===== src/rtl/vd_pkg.sv =====
// Shared types and constants of the K=3 rate-1/2 Viterbi decoder.
package vd_pkg;

   localparam int SAMPLE_W    = 8;   // received soft sample width
   localparam int BM_W        = 10;  // branch metric, signed
   localparam int PM_W        = 16;  // stored path metric, unsigned
   localparam int NM_W        = 18;  // path metric sum before normalization, signed
   localparam int START_STEPS = 2;   // trellis steps with only states 0 and 2 as origin
   localparam int TAIL_BITS   = 2;   // zero tail bits dropped on a flush
   localparam int RSP_W       = 8;   // result tdata width

   localparam logic [PM_W-1:0] PM_MAX = '1;

   // Branch metric index per target state, for the lower and upper predecessor
   localparam logic [1:0] BM_LOWER [4] = '{2'd0, 2'd2, 2'd3, 2'd1};
   localparam logic [1:0] BM_UPPER [4] = '{2'd3, 2'd1, 2'd0, 2'd2};

   typedef enum logic {
      MODE_HARD = 1'b0,
      MODE_SOFT = 1'b1
   } mode_type;

   typedef struct packed {
      logic acs;         // item accepted: add-compare-select, store decisions
      logic norm;        // normalize metrics, decide on traceback
      logic tb_prime;    // first survivor read in flight
      logic tb_step;     // one traceback step
      logic emit_shift;  // result beat taken
   } vd_cmd_type;

   typedef struct packed {
      logic start_tb;    // traceback due after this item
      logic tb_last;     // final traceback step
      logic emit_last;   // final result of the run
   } vd_status_type;

endpackage


===== src/rtl/viterbi_decoder_k3_rate_half.sv =====
// Top level of the four-state Viterbi decoder for the K=3 rate-1/2 (7,5) code.
//
// req channel: one beat per trellis step, carrying two signed received samples
//   (positive means a one). req_tlast marks the final step of a zero-terminated
//   block: the decoder traces back from state 0, sends every decoded bit but
//   the two tail bits, and starts over.
// rsp channel: one decoded bit per beat, oldest first; rsp_tlast closes a run.
//   Once DECODE_LEN + TRACEBACK_DEPTH steps are held, a traceback from the best
//   state sends the oldest DECODE_LEN bits and keeps TRACEBACK_DEPTH steps.
// csr channel: writes decision_mode (0 hard, 1 soft); always ready; write it
//   only while the decoder is idle.
// Sequence: each accepted step is followed by a normalize state. A step that
//   starts a traceback over H held steps then primes the survivor read, walks
//   H traceback steps and sends its result beats; the traceback walks the
//   survivor store one entry per cycle through its single read port.
// req_tready is low from acceptance until normalize ends or the last result beat
//   is taken; a stalled rsp_tready holds the current beat and the whole decoder.
// Reset clears metrics and history and sets soft mode; req_tready is registered
//   and rises in the cycle after reset falls.
module viterbi_decoder_k3_rate_half
   import vd_pkg::*;
#(
   parameter int DECODE_LEN      = 32,
   parameter int TRACEBACK_DEPTH = 15
) (
   input  logic             clock,
   input  logic             reset,
   input  logic             req_tvalid,
   output logic             req_tready,
   input  logic [15:0]      req_tdata,   // [7:0] rx_first, [15:8] rx_second
   input  logic             req_tlast,   // flush
   output logic             rsp_tvalid,
   input  logic             rsp_tready,
   output logic [RSP_W-1:0] rsp_tdata,   // [0] decoded_bit, [7:1] zero
   output logic             rsp_tlast,   // last_of_run
   input  logic             csr_valid,
   output logic             csr_ready,
   input  logic             csr_data     // decision_mode
);

   vd_cmd_type    cmd;
   vd_status_type status;
   logic          decoded_bit;

   assign csr_ready = 1'b1;

   vd_ctrl u_ctrl (
      .clock      (clock),
      .reset      (reset),
      .req_tvalid (req_tvalid),
      .rsp_tready (rsp_tready),
      .status     (status),
      .cmd        (cmd),
      .req_tready (req_tready),
      .rsp_tvalid (rsp_tvalid)
   );

   vd_datapath #(
      .DECODE_LEN      (DECODE_LEN),
      .TRACEBACK_DEPTH (TRACEBACK_DEPTH)
   ) u_datapath (
      .clock       (clock),
      .reset       (reset),
      .cmd         (cmd),
      .status      (status),
      .csr_wr      (csr_valid && csr_ready),
      .csr_data    (csr_data),
      .rx_first    ($signed(req_tdata[7:0])),
      .rx_second   ($signed(req_tdata[15:8])),
      .flush       (req_tlast),
      .decoded_bit (decoded_bit)
   );

   // zero-pad the decoded bit to a whole byte
   assign rsp_tdata = {{(RSP_W-1){1'b0}}, decoded_bit};
   assign rsp_tlast = status.emit_last;

endmodule


===== src/rtl/vd_ctrl.sv =====
// Sequencing state machine of the Viterbi decoder.
module vd_ctrl
   import vd_pkg::*;
(
   input  logic          clock,
   input  logic          reset,
   input  logic          req_tvalid,
   input  logic          rsp_tready,
   input  vd_status_type status,
   output vd_cmd_type    cmd,
   output logic          req_tready,
   output logic          rsp_tvalid
);

   typedef enum logic [2:0] {
      ST_IDLE,
      ST_NORM,
      ST_TB_PRIME,
      ST_TB_RUN,
      ST_EMIT
   } state_type;

   state_type state_ff, state_in;
   logic      ready_ff;
   logic      valid_ff;

   always_comb begin
      state_in = state_ff;
      cmd      = '0;
      unique case (state_ff)
         ST_IDLE: begin
            if (req_tvalid && ready_ff) begin
               cmd.acs  = 1'b1;
               state_in = ST_NORM;
            end
         end
         ST_NORM: begin
            cmd.norm = 1'b1;
            state_in = status.start_tb ? ST_TB_PRIME : ST_IDLE;
         end
         ST_TB_PRIME: begin
            cmd.tb_prime = 1'b1;
            state_in     = ST_TB_RUN;
         end
         ST_TB_RUN: begin
            cmd.tb_step = 1'b1;
            if (status.tb_last) begin
               state_in = ST_EMIT;
            end
         end
         ST_EMIT: begin
            if (rsp_tready && valid_ff) begin
               cmd.emit_shift = 1'b1;
               if (status.emit_last) begin
                  state_in = ST_IDLE;
               end
            end
         end
         default: begin
            state_in = ST_IDLE;
         end
      endcase
   end

   always_ff @(posedge clock) begin
      if (reset) begin
         state_ff <= ST_IDLE;
         ready_ff <= 1'b0;
         valid_ff <= 1'b0;
      end else begin
         state_ff <= state_in;
         ready_ff <= (state_in == ST_IDLE);
         valid_ff <= (state_in == ST_EMIT);
      end
   end

   assign req_tready = ready_ff;
   assign rsp_tvalid = valid_ff;

endmodule


===== src/rtl/vd_datapath.sv =====
// Metrics, survivor store, traceback and result shifter of the Viterbi decoder.
module vd_datapath
   import vd_pkg::*;
#(
   parameter int DECODE_LEN      = 32,
   parameter int TRACEBACK_DEPTH = 15
) (
   input  logic                       clock,
   input  logic                       reset,
   input  vd_cmd_type                 cmd,
   output vd_status_type              status,
   input  logic                       csr_wr,
   input  logic                       csr_data,
   input  logic signed [SAMPLE_W-1:0] rx_first,
   input  logic signed [SAMPLE_W-1:0] rx_second,
   input  logic                       flush,
   output logic                       decoded_bit
);

   localparam int STORE_DEPTH = DECODE_LEN + TRACEBACK_DEPTH;
   localparam int AW          = $clog2(STORE_DEPTH);
   localparam int CW          = $clog2(STORE_DEPTH + 1);

   localparam logic [AW-1:0] LAST_ADDR = AW'(STORE_DEPTH - 1);
   localparam logic [CW-1:0] FULL_CNT  = CW'(STORE_DEPTH);
   localparam logic [CW-1:0] KEEP_CNT  = CW'(TRACEBACK_DEPTH);
   localparam logic [CW-1:0] RUN_CNT   = CW'(DECODE_LEN);
   localparam logic [CW-1:0] TAIL_CNT  = CW'(TAIL_BITS);
   localparam logic [CW-1:0] ONE_CNT   = CW'(1);

   mode_type                mode_ff;
   logic [PM_W-1:0]         pm_ff [4];
   logic signed [NM_W-1:0]  nm_ff [4];
   logic                    flush_ff;
   logic [AW-1:0]           wp_ff;
   logic [CW-1:0]           steps_ff;
   logic [1:0]              phase_ff;

   logic [3:0]              store [STORE_DEPTH];
   logic [3:0]              rd_data_ff;
   logic [AW-1:0]           tb_ptr_ff;
   logic [CW-1:0]           tb_cnt_ff;
   logic [1:0]              cs_ff;
   logic [STORE_DEPTH-1:0]  sr_ff;
   logic [CW-1:0]           emit_cnt_ff;

   logic signed [BM_W-1:0]  bm [4];
   logic signed [NM_W-1:0]  acs_nm [4];
   logic [3:0]              acs_dec;
   logic signed [NM_W-1:0]  lo;
   logic [PM_W-1:0]         norm_pm [4];
   logic [1:0]              best;
   logic [AW-1:0]           newest;
   logic [AW-1:0]           tb_ptr_dec;
   logic [AW-1:0]           wp_inc;

   // Branch metrics for the four code word hypotheses
   always_comb begin
      logic signed [BM_W-1:0] y0;
      logic signed [BM_W-1:0] y1;
      logic signed [BM_W-1:0] t0;
      logic signed [BM_W-1:0] t1;
      logic [1:0]             sv;
      logic [1:0]             hd;
      y0 = BM_W'(rx_first);
      y1 = BM_W'(rx_second);
      for (int s = 0; s < 4; s++) begin
         sv = 2'(s);
         hd = 2'(~rx_first[SAMPLE_W-1] ^ sv[1]) + 2'(~rx_second[SAMPLE_W-1] ^ sv[0]);
         t0 = sv[1] ? -y0 : y0;
         t1 = sv[0] ? -y1 : y1;
         if (mode_ff == MODE_HARD) begin
            bm[s] = BM_W'(hd);
         end else begin
            bm[s] = t0 + t1;
         end
      end
   end

   // Add-compare-select; ties take the upper predecessor; start steps take the lower
   always_comb begin
      logic signed [NM_W-1:0] a;
      logic signed [NM_W-1:0] b;
      logic [1:0]             base;
      for (int s = 0; s < 4; s++) begin
         base = {s[0], 1'b0};
         a = $signed({{(NM_W-PM_W){1'b0}}, pm_ff[base]}) + NM_W'(bm[BM_LOWER[s]]);
         b = $signed({{(NM_W-PM_W){1'b0}}, pm_ff[base + 2'd1]}) + NM_W'(bm[BM_UPPER[s]]);
         if (phase_ff != 2'd0) begin
            acs_nm[s]  = a;
            acs_dec[s] = 1'b0;
         end else if (a < b) begin
            acs_nm[s]  = a;
            acs_dec[s] = 1'b0;
         end else begin
            acs_nm[s]  = b;
            acs_dec[s] = 1'b1;
         end
      end
   end

   // Normalization and best-state pick from the registered sums
   always_comb begin
      logic signed [NM_W-1:0] m01;
      logic signed [NM_W-1:0] m23;
      logic signed [NM_W-1:0] diff;
      logic [1:0]             t1;
      logic [1:0]             t2;
      m01 = (nm_ff[1] < nm_ff[0]) ? nm_ff[1] : nm_ff[0];
      m23 = (nm_ff[3] < nm_ff[2]) ? nm_ff[3] : nm_ff[2];
      lo  = (m23 < m01) ? m23 : m01;
      for (int s = 0; s < 4; s++) begin
         diff = nm_ff[s] - lo;
         norm_pm[s] = (diff[NM_W-1:PM_W] != '0) ? PM_MAX : diff[PM_W-1:0];
      end
      t1   = (nm_ff[0] < nm_ff[1]) ? 2'd0 : 2'd1;
      t2   = (nm_ff[2] < nm_ff[3]) ? 2'd2 : 2'd3;
      best = (nm_ff[t1] < nm_ff[t2]) ? t1 : t2;
   end

   assign newest     = (wp_ff == '0) ? LAST_ADDR : wp_ff - AW'(1);
   assign tb_ptr_dec = (tb_ptr_ff == '0) ? LAST_ADDR : tb_ptr_ff - AW'(1);
   assign wp_inc     = (wp_ff == LAST_ADDR) ? '0 : wp_ff + AW'(1);

   assign status.start_tb  = flush_ff ? (steps_ff > TAIL_CNT) : (steps_ff == FULL_CNT);
   assign status.tb_last   = (tb_cnt_ff == ONE_CNT);
   assign status.emit_last = (emit_cnt_ff == ONE_CNT);
   assign decoded_bit      = sr_ff[0];

   // Control state: mode, metrics, store position, fill level
   always_ff @(posedge clock) begin
      if (reset) begin
         mode_ff     <= MODE_SOFT;
         wp_ff       <= '0;
         steps_ff    <= '0;
         phase_ff    <= 2'(START_STEPS);
         emit_cnt_ff <= '0;
         for (int s = 0; s < 4; s++) begin
            pm_ff[s] <= '0;
         end
      end else begin
         if (csr_wr) begin
            mode_ff <= mode_type'(csr_data);
         end
         if (cmd.acs) begin
            wp_ff <= wp_inc;
            if (steps_ff != FULL_CNT) begin
               steps_ff <= steps_ff + ONE_CNT;
            end
            if (phase_ff != 2'd0) begin
               phase_ff <= phase_ff - 2'd1;
            end
         end
         if (cmd.norm) begin
            if (flush_ff) begin
               // drop all history, start a new block
               wp_ff       <= '0;
               steps_ff    <= '0;
               phase_ff    <= 2'(START_STEPS);
               emit_cnt_ff <= steps_ff - TAIL_CNT;
               for (int s = 0; s < 4; s++) begin
                  pm_ff[s] <= '0;
               end
            end else begin
               for (int s = 0; s < 4; s++) begin
                  pm_ff[s] <= norm_pm[s];
               end
               if (steps_ff == FULL_CNT) begin
                  steps_ff    <= KEEP_CNT;
                  emit_cnt_ff <= RUN_CNT;
               end
            end
         end
         if (cmd.emit_shift) begin
            emit_cnt_ff <= emit_cnt_ff - ONE_CNT;
         end
      end
   end

   // Payload: sums, traceback walk, decoded bit shifter
   always_ff @(posedge clock) begin
      if (cmd.acs) begin
         flush_ff <= flush;
         for (int s = 0; s < 4; s++) begin
            nm_ff[s] <= acs_nm[s];
         end
      end
      if (cmd.norm) begin
         tb_ptr_ff <= newest;
         tb_cnt_ff <= steps_ff;
         cs_ff     <= flush_ff ? 2'd0 : best;
      end
      if (cmd.tb_prime) begin
         tb_ptr_ff <= tb_ptr_dec;
      end
      if (cmd.tb_step) begin
         tb_ptr_ff <= tb_ptr_dec;
         tb_cnt_ff <= tb_cnt_ff - ONE_CNT;
         sr_ff     <= {sr_ff[STORE_DEPTH-2:0], cs_ff[1]};
         cs_ff     <= {cs_ff[0], rd_data_ff[cs_ff]};
      end
      if (cmd.emit_shift) begin
         sr_ff <= {1'b0, sr_ff[STORE_DEPTH-1:1]};
      end
   end

   // Survivor store: one decision nibble per trellis step
   always_ff @(posedge clock) begin
      if (cmd.acs) begin
         store[wp_ff] <= acs_dec;
      end
      rd_data_ff <= store[tb_ptr_ff];
   end

endmodule


===== config.mk =====
export PLATFORM = sky130hd
export DESIGN_NAME = viterbi_decoder_k3_rate_half
export DESIGN_NICKNAME = d
export VERILOG_FILES = /design/src/rtl/vd_pkg.sv /design/src/rtl/viterbi_decoder_k3_rate_half.sv /design/src/rtl/vd_ctrl.sv /design/src/rtl/vd_datapath.sv
export SDC_FILE = /design/constraint.sdc
export NUM_CORES = 1
export LEC_CHECK = 0
export ABC_CLOCK_PERIOD_IN_PS = 26400
export BUFFER_PORTS_ARGS = -buffer_cell sky130_fd_sc_hd__buf_2
export CORE_MARGIN = 4
export CORE_UTILIZATION = 25
export CTS_CLUSTER_SIZE = 20
export DETAILED_ROUTE_END_ITERATION = 10
export SLEW_MARGIN = 25
export SYNTH_ARGS = -nofsm -noshare
export SYNTH_HDL_FRONTEND = slang
export SYNTH_SLANG_ARGS = --single-unit

===== constraint.sdc =====
create_clock -name clock -period 26.4 [get_ports clock]
set_input_delay 3.96 -clock clock [delete_from_list [all_inputs] [get_ports clock]]
set_output_delay 3.96 -clock clock [all_outputs]
set_load 0.03 [all_outputs]

# After elaboration in Yosys (flattened, before gate mapping)
# Memories as Yosys holds them, arrays and structs flattened. A register that Yosys moved wholly into a read port is not among the register bits.
# Index checks and enable logic that the tools add are counted.
[classes]
add_sub_neg = 30
order_cmp = 12
n_eq_ne = 10
mux = 95
n_bitwise = 12
n_reduce_logical = 17
[op_table]
columns = ["op", "n"]
rows = [
  ["18-bit two-way mux", 11],
  ["16-bit two-way mux", 12],
  ["18-bit less-than comparator", 10],
  ["17-bit by 10-bit adder with 18-bit output", 8],
  ["6-bit two-way mux", 20],
  ["46-bit two-way mux", 2],
  ["18-bit subtractor", 4],
  ["10-bit two-way mux", 4],
  ["1-bit two-way mux", 31],
  ["6-bit by 1-bit subtractor with 6-bit output, second input constant", 4],
  ["8-bit negator with 10-bit output", 2],
  ["2-bit two-way mux", 9],
  ["2-bit nonzero test", 8],
  ["3-bit case mux with 5 select lines", 1],
  ["6-bit by 1-bit adder with 6-bit output, second input constant", 2],
  ["6-bit by 1-bit == test with 1-bit output, second input constant", 2],
  ["6-bit == test, second input constant", 2],
  ["6-bit zero test", 2],
  ["3-bit two-way mux", 4],
  ["10-bit adder", 1],
  ["10-bit by 8-bit adder with 10-bit output", 1],
  ["8-bit by 10-bit adder with 10-bit output", 1],
  ["8-bit by 8-bit adder with 9-bit output", 1],
  ["2-bit adder", 4],
  ["16 further kinds", 30],
]
[totals]
ff_bits = 88
mem_bits_rw = 324
input_bits = 23
output_inout_bits = 12
word_cells = 193
memories = 3
[memory_table]
columns = ["memory", "depth", "width", "rd", "rd_clocked_by_memory_dff", "write_ports", "line_no", "rtl"]
rows = [
  ["u_datapath.store", 47, 4, 1, 1, 1, "vd_datapath.sv:39", "logic [3:0] store [STORE_DEPTH];"],
  ["u_datapath.nm_ff", 4, 18, 6, 0, 4, "vd_datapath.sv:33", "logic signed [NM_W-1:0] nm_ff [4];"],
  ["u_datapath.pm_ff", 4, 16, 4, 0, 4, "vd_datapath.sv:32", "logic [PM_W-1:0] pm_ff [4];"],
]

# Depth between registers and ports, before layout
# An unclocked memory read counts as a cell.
[logic_depth]
depth_word = 9
mapped_depth = 40
depth_no_buf = 35

# Hierarchy
# From an unflattened synthesis, not the netlist that was laid out.
[unflattened]
hier_cells = 3051
area_unflattened_um2 = 31492.7
[by_module_without_submodules]
columns = ["module", "instances", "cells_per_inst", "area_per_inst_um2", "seq_area_each_um2"]
rows = [
  ["vd_datapath", 1, 3013, 31189.9, 11921.4],
  ["vd_ctrl", 1, 27, 227.7, 100.1],
  ["viterbi_decoder_k3_rate_half", 1, 11, 75.1, 0.0],
]

# Least setup slack after synthesis
# Ideal clock, no wire load.
[synth_timing]
kind = "in2reg"
startpoint = "input req_tdata[1]"
endpoint = "memory u_datapath.store[0][3] (data pin)"
setup_time_ps = 386
arrival_time_ps = 10242
required_time_ps = 26014
path_slack_ps = 15773
stages = 30
path_buffers = 3
path_cell_list = "inv_1 ha_1 ha_1 a21o_1 a21oi_1 o21bai_1 a21oi_1 o21bai_1 a21oi_1 o21ai_0 xnor2_1 and2_1 clkbuf_1 ha_1 nand3_1 nand2_1 a41o_1 o41ai_1 o21bai_1 a21oi_1 xor2_1 ha_1 a21o_1 a21oi_1 o21ai_0 a2111oi_0 a211o_1 clkbuf_1 buf_2 inv_1"
[synth_via]
elab_chain_cells = 7
elab_cells_between_ends = 10
classes_between = "add/sub: 5; order compare: 1; mux: 4"
[synth_lines]
columns = ["item", "line_no", "rtl"]
rows = [
  ["start: declaration", "viterbi_decoder_k3_rate_half.sv:30", "input logic [15:0] req_tdata,"],
  ["8-bit negator with 10-bit output", "n/a", ""],
  ["10-bit by 8-bit adder with 10-bit output", "vd_datapath.sv:75", "bm[s] = t0 + t1;"],
  ["10-bit two-way mux", "vd_datapath.sv:72", "if (mode_ff == MODE_HARD) begin"],
  ["17-bit by 10-bit adder with 18-bit output", "vd_datapath.sv:88", "b = $signed({{(NM_W-PM_W){1'b0}}, pm_ff[base + 2'd1]}) + NM_W'(bm[BM_UPPER[s]]);"],
  ["18-bit less-than comparator (*)", "vd_datapath.sv:92", "end else if (a < b) begin"],
  ["1-bit two-way mux (*)", "vd_datapath.sv:92", ""],
  ["1-bit two-way mux (*)", "vd_datapath.sv:89", "if (phase_ff != 2'd0) begin"],
  ["via u_datapath.acs_dec[3]", "vd_datapath.sv:49", "logic [3:0] acs_dec;"],
  ["end: declaration", "vd_datapath.sv:39", ""],
]
# The timed path passes the listed nets; every way through them passes the cells marked *.

# Worst setup path after layout
[layout_timing]
startpoint = "input req_tdata[1]"
endpoint = "memory u_datapath.store[33][3] (data pin)"
# Same word-level chain as after synthesis.

==> flow_summary.ini <==
[sta]
maxSlewViolCount = 0
fin_crit_sh_pct = 41.4
hold_violations = 0
relSlewSlack_pct = 30.4
setup_violations = 0
fmax_mhz = 91.5
worst_slew_pin_slew_ns = 1.04
period_minus_slack_ns = 10.93
finClkSkew_ns = 0.0313
rsz0062_at_grt = false
setup_tns_ns = 0
fin_hold_ws_ns = 0.457

[synth]
synth.avg_cell_area_um2 = 10.1
synth_edf_count = 369
netlist_area_um2 = 32100
yosysWarnings = 0
syn_inst = 3193
synth_cell_types = 92
seq_area_frac_synth_pct = 37.4
ys.flop_type = edfxtp_1
ys_ff_latch = 416
async_reset_ff_share_pct = 0

[drt]
wl_per_cell_um = 16.7
drt_iter0_markers = 1648
drc = 0
wl_mm = 81.9
antenna_left = 0
via_per_inst = 4.81
firstDrtPassIters = 6
vias = 23600

[status]
status = finished, final reports clean

[clock_network]
post_cts_resized = 0
ctsHoldBuffers = 0
clock_path_buffers = 3
clk_latency_ns = 0.63
clk_pin_slew_worst_paths_ns = 0.06
post_cts_buffers = 0
h-tree-depth = 2
cts_root_buffer = clkbuf_16
cts_tree = yes
cts_made_buffers = 48
numClockSinks = 416

[critical_path]
cpMostUsedCell = a21oi_1
path_max_fanout = 47
critPathMaxStageDelay_ns = 0.85
worstPathArrival_ns = 11.23
cp_data_required_time_ns = 26.69
critPathKind = input pin to flip-flop
end_kind = flip-flop
cp-start-kind = input pin
slowest_stage = a211o_1

[placement]
portBuffers = 26
dp_hpwl_mm = 62.4
place.gp.congestion = 0.858

[global_route]
antenna_found_initial = 1
overflow = 0
grtUsageTotal_pct = 11.8
grt_pass1_vias = 22800
grt_max_degree = 56
grt_pass1_wl_mm = 129

[flow_run]
maxCapViolations = 0

[cells_and_area]
antennaDiodeCount = 0
nets = 3626
syn2layout_area_growth_pct = 11.8
drive_above_1_share_pct = 9.54

[floorplanning]
design.die.area_um2 = 134000
coreArea_um2 = 128000
die_height_um = 367
start_util_pct = 25.2
die_x_um = 367
ioPinCount = 35
rows = 131

[power]
power_frac_seq_pct = 23.8
ir_worst_vdd_mv = 0.0516
switchingPower_mw = 1.46
leakage_nw = 14.8
power_density_nw_per_um2 = 94.8
comb_power_share_pct = 54.9
switching_share_pct = 42.8
p_int_mw = 1.95
clkPwrFrac_pct = 21.2

[hold_path]
hp-class = flip-flop to flip-flop
[routing by layer]
layer  share of wire [%]  routed length, µm  vias up  global-route usage (%)
met3                 4.6               3750      111                    1.51
li1                    -                  -    11700                       -
met4                 3.1               2550        0                    3.77
met1                  48              39100    11200                    16.5
met5                   0                  0        -                       0
met2                  45              36400      550                    18.9
[final timing paths]
check	start	endpoint	slack [ns]	depth (start not counted)
worst min register to register	u_datapath.sr_ff[46]$_SDFFE_PP0P_	u_datapath.sr_ff[46]$_SDFFE_PP0P_	0.46	2
worst max register to register	u_datapath.nm_ff[2][17]$_DFFE_PP_	u_datapath.pm_ff[2][0]$_SDFFE_PP0P_	16.26	34
worst max-delay path	req_tdata[1]	u_datapath.store[33][3]$_DFFE_PP_	15.47	29
worst min-delay path	u_datapath.sr_ff[46]$_SDFFE_PP0P_	u_datapath.sr_ff[46]$_SDFFE_PP0P_	0.46	2
[cell type report]
cell class,count,area [µm²]
inverter,250,941
multi-input combinational,2430,18800
fill,13200,91800
clock buffer,57,1250
timing repair buffer,53,344
tap,1662,2080
clock inverter,32,459
sequential,416,12000
[kinds of logic (layout without fill, tap and decap cells)]
group                    Yosys count  after routing  share of synthesized area (%)
XOR/XNOR                         229            229                           6.24
multiplexers                     183            183                           8.12
other                              2              8                         0.0234
adder cells (fa/ha/maj)          404            404                           16.1
AO/OA/AOI/OAI                    749            749                           15.2
flip-flops                       416            416                           37.4
AND/OR/NAND/NOR                  857            857                           12.5
buffers and inverters            353            392                           4.41
[critical path, delay by kind of cell]
kind,cells,cell delay [ns]
compound gates,16,4.15
xor+xnor,2,0.38
fa+ha+maj,4,1.33
buf+inv,4,0.68
simple gates,3,0.67
[power groups by stage]
stage | Sequential (mW) | Combinational (mW) | Clock (mW)
detailed placement | 0.827 | 1.83 | 0
global placement | 0.826 | 1.80 | 0
floorplan | 0.804 | 1.42 | 0
finish | 0.812 | 1.87 | 0.723
CTS | 0.813 | 1.85 | 0.741
global route | 0.814 | 2.09 | 0.771
[registers in the layout, indices dropped and copies added (netlist names), 3 cells and up]
register and count:
u_datapath.tb_ptr_ff 6, u_datapath.emit_cnt_ff 6, u_ctrl.state_ff 3, u_datapath.tb_cnt_ff 6, u_datapath.store 188, u_datapath.sr_ff 47, u_datapath.nm_ff 72, u_datapath.steps_ff 6
u_datapath.rd_data_ff 4, u_datapath.wp_ff 6, u_datapath.pm_ff 64
[per-stage QoR]
stage               utilization (%)  setup WS, ns  std cells  power [mW]  instance area [µm²]
finish                         28.1         15.47       4900        3.41                35900
global route                   28.1         14.80       4900        3.67                35900
CTS                            28.1         15.09       4898        3.40                35900
detailed placement             26.8         14.46       4809        2.66                34200
global placement               26.8         14.66       4809        2.63                34200
floorplan                         -         15.77       3199        2.22                32200
[cells in the mapped netlist (15+ instances only)]
cell type,count,share of area [%]
xnor2_1,138,3.8
or2_2,16,0.31
nand3_1,54,0.84
and3_1,20,0.39
clkbuf_1,67,0.78
nand4_1,26,0.51
a21o_1,75,1.8
fa_1,16,1.0
mux2i_1,77,2.4
o2111ai_1,20,0.55
nand2b_1,27,0.53
o21a_1,42,0.98
mux2_2,48,1.7
o21bai_1,34,0.79
inv_1,248,2.9
nand2_1,301,3.5
edfxtp_1,369,34
xor2_1,91,2.5
dfxtp_1,47,2.9
nor3_1,51,0.79
or3_1,19,0.37
a21oi_1,232,3.6
nor2_1,222,2.6
nor2b_1,37,0.72
ha_1,388,15
a211oi_1,15,0.35
and2_1,40,0.78
a31oi_1,28,0.55
o21ai_0,146,2.3
mux4_2,57,4.0
[layout by cell type (no fill, tap or decap), drive strengths merged, types with 51 or more instances in the layout]
| cell type | count |
|---|---|
| ha | 388 |
| edfxtp | 369 |
| nand2 | 304 |
| inv | 254 |
| a21oi | 243 |
| nor2 | 223 |
| o21ai | 147 |
| xnor2 | 138 |
| xor2 | 91 |
| mux2i | 78 |
| a21o | 75 |
| mux4 | 57 |
| clkbuf | 57 |
| nand3 | 54 |
| buf | 53 |
| nor3 | 51 |
Note: power is estimated with default switching activity, not from simulation.
